===== config.mk =====
export PLATFORM = sky130hd
export DESIGN_NAME = htkv_hash
export DESIGN_NICKNAME = d
export VERILOG_FILES = /design/src/rtl/core/htkv_pkg.sv /design/src/rtl/core/htkv_hash.sv
export SDC_FILE = /design/constraint.sdc
export NUM_CORES = 1
export LEC_CHECK = 0
export ABC_AREA = 1
export BUFFER_PORTS_ARGS = -buffer_cell sky130_fd_sc_hd__clkbuf_2
export CAP_MARGIN = 10
export CORE_MARGIN = 2
export CORE_UTILIZATION = 49
export CTS_CLUSTER_DIAMETER = 60
export DETAILED_ROUTE_END_ITERATION = 16
export GPL_ROUTABILITY_DRIVEN = 0
export PLACE_DENSITY = 0.74
export SYNTH_ARGS = -nofsm -noshare
export SYNTH_HDL_FRONTEND = slang
export SYNTH_SLANG_ARGS = --single-unit

===== constraint.sdc =====
create_clock -name clk -period 11.39 [get_ports clk]
set_clock_uncertainty 0.15 [all_clocks]
set_input_delay 2.278 -clock clk [delete_from_list [all_inputs] [get_ports clk]]
set_output_delay 2.278 -clock clk [all_outputs]
set_load 0.02 [all_outputs]

===== src/rtl/core/htkv_pkg.sv =====
// shared types, constants and helpers for the hash table key-value store
package htkv_pkg;

    localparam int NUM_BUCKETS_DEF = 256;
    localparam int WAYS_DEF        = 4;
    localparam int KEY_BYTES_DEF   = 8;
    localparam int VALUE_BYTES_DEF = 8;
    localparam int HASH_SHIFT      = 5;
    localparam int CFG_W           = 9;
    localparam logic [CFG_W-1:0] BUCKETS_RESET = 9'd256;

    typedef enum logic [1:0] {
        CMD_INSERT = 2'd0,
        CMD_SEARCH = 2'd1,
        CMD_UPDATE = 2'd2,
        CMD_DELETE = 2'd3
    } cmd_t;

    typedef enum logic [1:0] {
        ST_DONE    = 2'd0,
        ST_ABSENT  = 2'd1,
        ST_PRESENT = 2'd2,
        ST_FULL    = 2'd3
    } status_t;

    typedef struct packed {
        logic [1:0]  cmd;
        logic [63:0] key;
        logic [3:0]  key_length;
        logic [63:0] value;
        logic [3:0]  value_length;
    } req_t;

    typedef struct packed {
        logic [1:0]  status;
        logic [63:0] found_value;
        logic [3:0]  found_value_length;
        logic [10:0] stored_entries;
    } rsp_t;

    // hash unit to core handoff
    typedef struct packed {
        logic        valid;
        logic [31:0] hash;
    } hash_ctl_t;

    // mask of the low len bytes of a 64-bit word
    function automatic logic [63:0] byte_mask(input logic [3:0] len);
        logic [63:0] m;
        m = '0;
        for (int i = 0; i < 8; i++) begin
            if (4'(i) < len) begin
                m[i*8 +: 8] = 8'hff;
            end
        end
        return m;
    endfunction

endpackage


===== src/rtl/core/htkv_hash.sv =====
// iterative key hash and modulo reduction unit
module htkv_hash
    import htkv_pkg::*;
#(
    parameter int NUM_BUCKETS = NUM_BUCKETS_DEF,
    parameter int BIDX_W      = (NUM_BUCKETS > 1) ? $clog2(NUM_BUCKETS) : 1
)
(
    input  logic              clk,
    input  logic              rst_n,
    input  logic              start,
    input  logic [63:0]       key,
    input  logic [3:0]        key_length,
    input  logic [CFG_W-1:0]  modulus,
    output logic              done,
    output logic [BIDX_W-1:0] bucket
);

    typedef enum logic [2:0] {
        H_IDLE = 3'b001,
        H_HASH = 3'b010,
        H_MOD  = 3'b100
    } hstate_t;

    hstate_t      state_reg, state_next;
    logic [31:0]  h_reg, h_next;
    logic [63:0]  key_reg, key_next;
    logic [3:0]   cnt_reg, cnt_next;
    logic [5:0]   bit_reg, bit_next;
    logic [CFG_W-1:0] rem_reg, rem_next;
    logic [CFG_W:0]   trial;

    // restoring remainder, one bit per cycle, 9-bit divisor
    assign trial = {rem_reg, h_reg[5'(bit_reg)]} - {1'b0, modulus};

    always_comb
    begin
        state_next = state_reg;
        h_next     = h_reg;
        key_next   = key_reg;
        cnt_next   = cnt_reg;
        bit_next   = bit_reg;
        rem_next   = rem_reg;
        done       = 1'b0;
        unique case (state_reg)
            H_IDLE:
            begin
                if (start)
                begin
                    h_next     = '0;
                    key_next   = key;
                    cnt_next   = key_length;
                    state_next = H_HASH;
                end
            end
            H_HASH:
            begin
                if (cnt_reg == 4'd0)
                begin
                    bit_next   = 6'd31;
                    rem_next   = '0;
                    state_next = H_MOD;
                end
                else
                begin
                    h_next   = (h_reg << HASH_SHIFT) + {24'd0, key_reg[7:0]};
                    key_next = key_reg >> 8;
                    cnt_next = cnt_reg - 4'd1;
                end
            end
            H_MOD:
            begin
                if (trial[CFG_W])
                    rem_next = CFG_W'({rem_reg, h_reg[5'(bit_reg)]});
                else
                    rem_next = trial[CFG_W-1:0];
                bit_next = bit_reg - 6'd1;
                if (bit_reg == 6'd0)
                begin
                    done       = 1'b1;
                    state_next = H_IDLE;
                end
            end
            default: state_next = H_IDLE;
        endcase
    end

    assign bucket = BIDX_W'(rem_next);

    always_ff @(posedge clk or negedge rst_n)
    begin
        if (!rst_n)
            state_reg <= H_IDLE;
        else
            state_reg <= state_next;
    end

    always_ff @(posedge clk)
    begin
        h_reg   <= h_next;
        key_reg <= key_next;
        cnt_reg <= cnt_next;
        bit_reg <= bit_next;
        rem_reg <= rem_next;
    end

endmodule


### Yosys cells after proc, flatten, opt, wreduce, memory -nomap -nowiden

Cells that the tools add are included.

* add/sub/neg operators: 4
* eq/ne operators: 7
* reduce and logical (&&, ||, !) cells: 7
* order comparisons: 1
* muxes and demuxes: 22

Operator list (number)
* two-way mux 64 bit: 2
* case mux 64 bit (2 select lines): 1
* two-way mux 32 bit: 2
* case mux 32 bit (2 select lines): 1
* adder 32 x 8 -> 32 bit: 1
* two-way mux 9 bit: 2
* case mux 9 bit (2 select lines): 1
* case mux 6 bit (2 select lines): 1
* subtractor 10 x 9 -> 10 bit: 1
* two-way mux 3 bit: 3
* case mux 3 bit (3 select lines): 1
* two-way mux 4 bit: 2
* != test 2 bit, second input constant: 4
* case mux 4 bit (2 select lines): 1
* logical NOT 6 bit: 1
* < comparator 5 x 6 -> 1 bit, second input constant: 1
* two-way mux 6 bit: 1
* AND reduction 3 bit: 2
* subtractor 6 x 1 -> 6 bit, second input constant: 1
* binary-select mux 1 bit (select 5 bit): 1
* logical NOT 4 bit: 1
* nonzero test 2 bit: 2
* subtractor 4 x 1 -> 4 bit, second input constant: 1
* equality test 3 x 1 -> 1 bit, second input constant: 1
* other kinds (4): 6

* bits of input ports: 80
* register bits after elaboration: 118
* output and inout port bits: 9

### Depth between registers and ports, before layout

Gate-level depths: netlist (run 1).

* depth after elaboration: 5
* depth in mapped cells: 20
* depth with buffers taken out: 18

### Worst setup path after synthesis (run 1)

No wires, ideal clock.

* path type: input-to-reg
* start: input port start
* end: register cnt_reg[0], enable pin
* path buffers: 0
* stages: 2
* path slack: 3467 ps
* data arrival time: 7180 ps
* required time: 10648 ps
* cells stage by stage: nor2_1 > a21oi_1

* word-level cells in the longest chain between the ends: 2

RTL lines
* start: declaration: line htkv_hash.sv:11 `input logic start,`
* != test 2 bit (no line)
* AND reduction 3 bit (no line)
* end signal: assignment: line htkv_hash.sv:102 `cnt_reg <= cnt_next;`
* end: declaration: line htkv_hash.sv:28 `logic [3:0] cnt_reg, cnt_next;`

No other way between the ends.
A chain may end at the register's enable or synchronous reset.

### Worst setup path after layout (run 1)

* start: register bit_reg[0]
* end: output port bucket[4]

* word-level cells in the longest chain between the ends: 5

RTL lines
* start: declaration: line htkv_hash.sv:29 `logic [5:0] bit_reg, bit_next;`
* start signal: assignment: line htkv_hash.sv:103 `bit_reg <= bit_next;`
* binary-select mux 1 bit (select 5 bit): line htkv_hash.sv:34 `assign trial = {rem_reg, h_reg[5'(bit_reg)]} - {1'b0, modulus};`
* two-way mux 1 bit (not written as such): line htkv_hash.sv:34
* subtractor 10 x 9 -> 10 bit: line htkv_hash.sv:34
* two-way mux 9 bit: line htkv_hash.sv:73 `if (trial[CFG_W])`
* case mux 9 bit (2 select lines): line htkv_hash.sv:45 `unique case (state_reg)`
* end: declaration: line htkv_hash.sv:16 `output logic [BIDX_W-1:0] bucket`

No other way between the ends. The select of a mux whose other input is x is not followed.

==> run_results.csv, run 1 <==
group,metric,value,unit
detailed_routing,routedWlPerCell,13.14,um
detailed_routing,first_pass_iters,5,
sta,timing.fmax,154.0,MHz
floorplan,die_h,120.1,um
grt,antenna_found_initial,0,
worst_setup_path,critPathKind,"flop to primary output",
worst_setup_path,cpMaxStageDelayCell,"edfxtp_1",
cells_and_area,diodes,0,
clock_network,post_cts_resized,0,
clock_network,cts_num_sinks,118,
grt,grtUsageTotal,20.59,%
synth,netlist_instances,793,
detailed_routing,vias,5303,
power,power_density,274.0,nW/um2
placed_design,io_buffers,88,
worst_setup_path,worstPathCellList,"inv_1, nand2_1, nand3_1, nand3_1, nand2_1, nor2_1, nand2_1, nand2_1, ha_1, inv_1, fa_1, nand3_1, nand2_1, xnor2_1, nand3_1, nand3_1, o21ai_1, clkbuf_2",
cells_and_area,drive_above_1_share,16.84,%
synth,syn-num-nets,890,
detailed_routing,drcViolationCount,0,
grt,grt_pass1_vias,5016,
floorplan,core_area,13190,um2
synth,yosysUniqueCellTypes,42,
floorplan,dieArea,14420,um2
detailed_routing,drt_iter0_drc,435,
grt,grt-ovfl-total,0,
cells_and_area,finalNetCount,970,
worst_setup_path,crit_fanout,20,
grt,grt_pass1_wl,23300,um
detailed_routing,vias_per_cell,4.998,
placed_design,dp_slack,4.999,ns
clock_network,cts-root-buf,"clkbuf_16",
floorplan,rows,42,
synth,yosys_warnings,0,
sta,drv_slew,0,
sta,timing.final.crit_share,57.00,%
placed_design,hpwl,9439,um
clock_network,postCtsSetupRepairBufs,0,
synth,synthArstFlopShare,2.542,%
sta,tns,0,ns
grt,grt_max_degree,94,
sta,worst_pin_slew,1.028,ns
sta,fin_ws,4.898,ns
cells_and_area,largest_register_ffs,64,
detailed_routing,ant_nets,0,
clock_network,clk_pin_slew,0.05,ns
synth,ys.flop_type,"edfxtp_1",
synth,synth-seq-cells,118,
worst_setup_path,cp_data_required_time,8.96,ns
floorplan,ios,89,
sta,finalHoldViolations,0,
clock_network,cts_buffers,17,
worst_setup_path,path_delay_family,"simple AND/OR/NAND/NOR gates",
worst_setup_path,critPathMaxStageDelay,0.84,ns
sta,min_period,6.492,ns
worst_setup_path,worstSetupEndpointType,"primary output",
power,peakVddDrop,0.1726,mV
worst_setup_path,arrival,4.06,ns
clock_network,cts_max_level,4,
worst_setup_path,worstSetupStartpointType,"flop",
clock_network,clk_latency,0.42,ns
clock_network,holdBufCountCts,0,
worst_hold_path,hold_path.class,"flop to flop",
worst_setup_path,crit_buf_inv,3,
sta,relSlewSlack,31.49,%
clock_network,cts_tree,"built",
clock_network,cts.path.max_buffers,2,
status,status,"finished, final reports clean",
detailed_routing,wirelength,13950,um
sta,finalSetupViolCount,0,
synth,synth_edf_count,107,
floorplan,fp.dieW,120.1,um
synth,syn_area_per_cell,8.328,um2
synth,netlist_area,6604,um2
cells_and_area,n_fill_cell,1192,
power,leakage,3.512,nW
cells_and_area,layout-area-overhead-vs-synth,16.35,%
sta,rsz0062_at_grt,"false",
floorplan,start_util,50.07,%
job,cap_violations,0,
synth,ys_seq_area_share,52.24,%
-- layer usage --
metal | part of all wire (%) | vias up | GRT usage, %
li1 | - | 2722 | -
met5 | 0 | - | 0
met3 | 8.3 | 28 | 5.798
met2 | 46 | 198 | 31.00
met4 | 2.8 | 0 | 10.74
met1 | 43 | 2355 | 27.10
-- final cells by class --
cell class	count	area (um2)	area share [%]
repair buffers	92	470.5	6.123
inverters	99	371.6	4.836
multi-input cells	545	2623	34.13
flip-flops and latches	118	3450	44.89
clock inverters	9	105.1	1.368
well taps	176	220.2	2.866
clock buffers	22	444.2	5.781
-- stage by stage --
| stage | power [mW] | instances | cell area (um2) | hold WS [ns] | util (%) |
|---|---|---|---|---|---|
| floorplan | 1.474 | 793 | 6604 | 0.3165 | - |
| global placement | 1.592 | 1030 | 7134 | 0.3438 | 54.09 |
| detailed placement | 1.611 | 1030 | 7134 | 0.3490 | 54.09 |
| CTS | 2.121 | 1061 | 7684 | 0.3567 | 58.25 |
| global route | 2.263 | 1061 | 7684 | 0.3862 | 58.25 |
| finish | 2.105 | 1061 | 7684 | 0.3499 | 58.25 |
-- cells in the final DEF, fill, tap and decap left out, drive strengths merged, types with 6 or more instances in the layout --
cell / instances
clkbuf: 110
a21oi: 34
inv: 99
nor3b: 6
dfxtp: 8
nor2: 55
nand4: 10
nor3: 9
edfxtp: 107
nand3: 59
o21ai: 25
ha: 15
nand2: 317
-- cell usage after synthesis (4+ instances only) --
cell type,instances,area share [%]
a21oi_1,32,2.4
buf_2,11,0.83
buf_4,11,1.3
clkbuf_1,7,0.40
dfxtp_1,8,2.4
edfxtp_1,107,49
ha_1,15,2.8
inv_1,96,5.5
nand2_1,309,18
nand2_2,6,0.57
nand3_1,57,4.3
nand4_1,9,0.85
nor2_1,48,2.7
nor2_2,4,0.38
nor3_1,5,0.38
nor3b_1,5,0.57
o21ai_0,18,1.4
o21ai_1,5,0.38
xnor2_1,4,0.53
-- final timing paths --
path | from | end | slack [ns] | depth (start not counted)
worst max-delay path | bit_reg[0] | bucket[4] | 4.90 | 18
worst min-delay path | rem_reg[1] | rem_reg[1] | 0.35 | 2
worst max register to register | bit_reg[0] | rem_reg[8] | 7.54 | 17
worst min register to register | rem_reg[1] | rem_reg[1] | 0.35 | 2
max in group asynchronous | rst_n | state_reg[0] | 9.40 | 1
min in group asynchronous | rst_n | state_reg[1] | 1.50 | 1
-- cell families (layout without fill, tap and decap cells) --
family / count (synthesis) / count (layout) / synth area share [%]
compound gates: 63 / 63 / 5.267
xor+xnor: 6 / 6 / 0.7957
fa+ha+maj: 17 / 17 / 3.448
buf+inv: 130 / 222 / 8.223
flops: 118 / 118 / 52.24
simple gates: 459 / 459 / 30.03
-- worst min-delay path: cells and delay by family, from the launching register on --
| kind | cells | cell delay (ns) |
|---|---|---|
| flops | 1 | 0.32 |
| simple gates | 1 | 0.08 |
| compound gates | 1 | 0.05 |
-- where the power goes --
group	internal, mW	total (mW)	switching, mW
clock	0.318	0.500	0.181
combinational	0.211	0.711	0.500
sequential	0.789	0.895	0.106
No activity file was read; power rests on OpenSTA's default activity.
==> run 2: changes to the inputs <==
--- a/config.mk
+++ b/config.mk
@@ -13,7 +13,7 @@
 export CTS_CLUSTER_DIAMETER = 60
 export DETAILED_ROUTE_END_ITERATION = 16
 export GPL_ROUTABILITY_DRIVEN = 0
-export PLACE_DENSITY = 0.74
+export PLACE_DENSITY = 0.76
 export SYNTH_ARGS = -nofsm -noshare
 export SYNTH_HDL_FRONTEND = slang
 export SYNTH_SLANG_ARGS = --single-unit
==> constraint.sdc (replaced) <==
create_clock -name clk -period 5.7 [get_ports clk]
set_clock_uncertainty 0.15 [all_clocks]
set_input_delay 1.14 -clock clk [delete_from_list [all_inputs] [get_ports clk]]
set_output_delay 1.14 -clock clk [all_outputs]
set_load 0.02 [all_outputs]
==> run 2 against run 1 <==
- setup slack got worse by 4.1 ns
- largest cell class unchanged
- non-clock buffer count unchanged
- largest power group unchanged
- critical path type unchanged
- worst hold slack worse by 0.0033 ns
- critical endpoint unchanged
- core utilization about the same
==> run_results.csv, run 2 (synthesis results as in run 1) <==
group,metric,value,unit
status,status,"finished, final reports clean",
grt,grt_util_met2,31.00,%
grt,gr-usage-met3,6.416,%
cells_and_area,final_common_cell,"nand2_1",
worst_setup_path,critPathMaxStageDelay,0.74,ns
detailed_routing,drcViolationCount,0,
cells_and_area,mostFrequentLayoutCells,"nand2_1 (309), edfxtp_1 (107), inv_1 (96)",
clock_network,clk_latency,0.41,ns
floorplan,die_h,120.1,um
cells_and_area,ff_latch_area,3450,um2
worst_setup_path,cpMaxStageDelayCell,"edfxtp_1",
cells_and_area,largest_register_ffs,64,
worst_setup_path,worstSetupStartpointType,"flop",
grt,grt_max_degree,101,
worst_setup_path,cp_data_required_time,4.41,ns
cells_and_area,diodes,0,
grt,grt_pass1_wl,22960,um
placed_design,hpwl,9606,um
sta,timing.fmax,202.9,MHz
clock_network,holdBufCountCts,0,
worst_setup_path,r2r_cells,17,
sta,min_period,4.929,ns
worst_setup_path,worstReg2RegStart,"bit_reg[0]",
worst_setup_path,arrival,3.64,ns
placed_design,dp_slack,1.260,ns
detailed_routing,drt_iter0_drc,494,
clock_network,cts.path.max_buffers,2,
floorplan,start_util,50.07,%
power,leakage,3.511,nW
sta,timing.final.crit_share,86.47,%
detailed_routing,vias,5288,
worst_hold_path,hold_path.class,"flop to flop",
clock_network,cts_num_sinks,118,
clock_network,postCtsSetupRepairBufs,0,
worst_setup_path,critPathKind,"flop to primary output",
detailed_routing,routedWlPerCell,13.10,um
detailed_routing,vias_per_cell,4.979,
sta,finalHoldViolations,0,
cells_and_area,finalNetCount,970,
placed_design,dp_cells,1030,
sta,fin_ws,0.7711,ns
clock_network,cts-root-buf,"clkbuf_16",
power,peakVddDrop,0.4574,mV
sta,worst_pin_slew,0.9203,ns
power,power_density,546.1,nW/um2
worst_setup_path,crit_fanout,20,
clock_network,post_cts_resized,0,
placed_design,io_buffers,88,
cells_and_area,final_util,58.22,%
worst_setup_path,reg2reg_slack,2.22,ns
sta,drv_slew,0,
clock_network,cts_tree,"built",
power,power.total,4.194,mW
grt,grt-busiest-layer,"met2",
floorplan,ios,89,
sta,relSlewSlack,38.65,%
worst_setup_path,worstPathCellList,"inv_1, nand2_1, nand3_1, nand3_1, nand2_1, nor2_1, nand2_1, nand2_1, ha_1, inv_1, fa_1, nand3_1, nand2_1, xnor2_1, nand3_1, nand3_1, o21ai_1, clkbuf_2",
detailed_routing,wirelength,13910,um
grt,grtUsageTotal,20.13,%
cells_and_area,layout-area-overhead-vs-synth,16.29,%
worst_hold_path,hold_depth,2,
worst_setup_path,worstSetupEndpointType,"primary output",
detailed_routing,ant_nets,0,
sta,tns,0,ns
worst_setup_path,crit_start,"bit_reg[0]",
cells_and_area,fin_cells,1062,
cells_and_area,multi_input_area,2623,um2
clock_network,clk_pin_slew,0.06,ns
worst_setup_path,r2r_end,"rem_reg[8]",
grt,grt_pass1_vias,4910,
clock_network,cts_buffers,17,
floorplan,dieArea,14420,um2
job,cap_violations,0,
grt,grt.met1_usage,27.29,%
detailed_routing,first_pass_iters,5,
floorplan,rows,42,
clock_network,cts_max_level,4,
grt,grt-ovfl-total,0,
floorplan,core_area,13190,um2
sta,rsz0062_at_grt,"false",
grt,antenna_found_initial,0,
worst_setup_path,cp-endpoint,"bucket[4]",
sta,finalSetupViolCount,0,
cells_and_area,n_fill_cell,1140,
cells_and_area,drive_above_1_share,17.38,%
floorplan,fp.dieW,120.1,um
[run 2: cell count changes in the layout (fill, tap and decap cells not counted), sizes merged]
| cell | change |
|---|---|
| clkbuf | -5 |
| clkinv | +4 |
| clkinvlp | +1 |
| bufinv | -2 |
| inv | +3 |
[run 2: worst max-delay path: cells and delay by family (launching register included)]
family | cells | cell delay (ns)
AO/OA/AOI/OAI | 1 | 0.10
XOR/XNOR | 1 | 0.13
adder cells (fa/ha/maj) | 2 | 0.59
buffers and inverters | 3 | 0.71
flip-flops | 1 | 0.74
AND/OR/NAND/NOR | 11 | 0.97
[run 2: worst min path at each step]
stage	startpoint	endpoint	slack, ns
after floorplan	rem_reg[7]	rem_reg[7]	0.32
after global placement	rem_reg[3]	rem_reg[3]	0.34
after detailed placement	rem_reg[3]	rem_reg[3]	0.34
after CTS	rst_n	state_reg[2]	0.35
after global routing	rst_n	state_reg[2]	0.35
final	rem_reg[7]	rem_reg[7]	0.35
[run 2: through the flow]
step	hold WS, ns	instance area, um2
6_report	0.3466	7680
3_3_place_gp	0.3433	7147
2_1_floorplan	0.3165	6608
4_1_cts	0.3520	7680
3_5_place_dp	0.3432	7147
5_1_grt	0.3523	7680
[run 2: final cells by class]
type | instances | share of cell area [%]
clock inverter | 15 | 1.401
clock buffer | 17 | 5.539
inverter | 99 | 4.839
multi-input combinational | 545 | 34.15
timing repair buffer | 92 | 6.289
sequential | 118 | 44.92
tap | 176 | 2.867
[run 2: routing by layer]
layer  up-vias  share of wire [%]
li1       2721                  -
met1      2389                 46
met2       160                 47
met3        18                6.6
met4         0                1.1
met5         -                  0
[run 2: power by group]
part / internal (mW) / switching (mW)
sequential: 1.57 / 0.230
clock: 0.555 / 0.398
combinational: 0.436 / 1.01
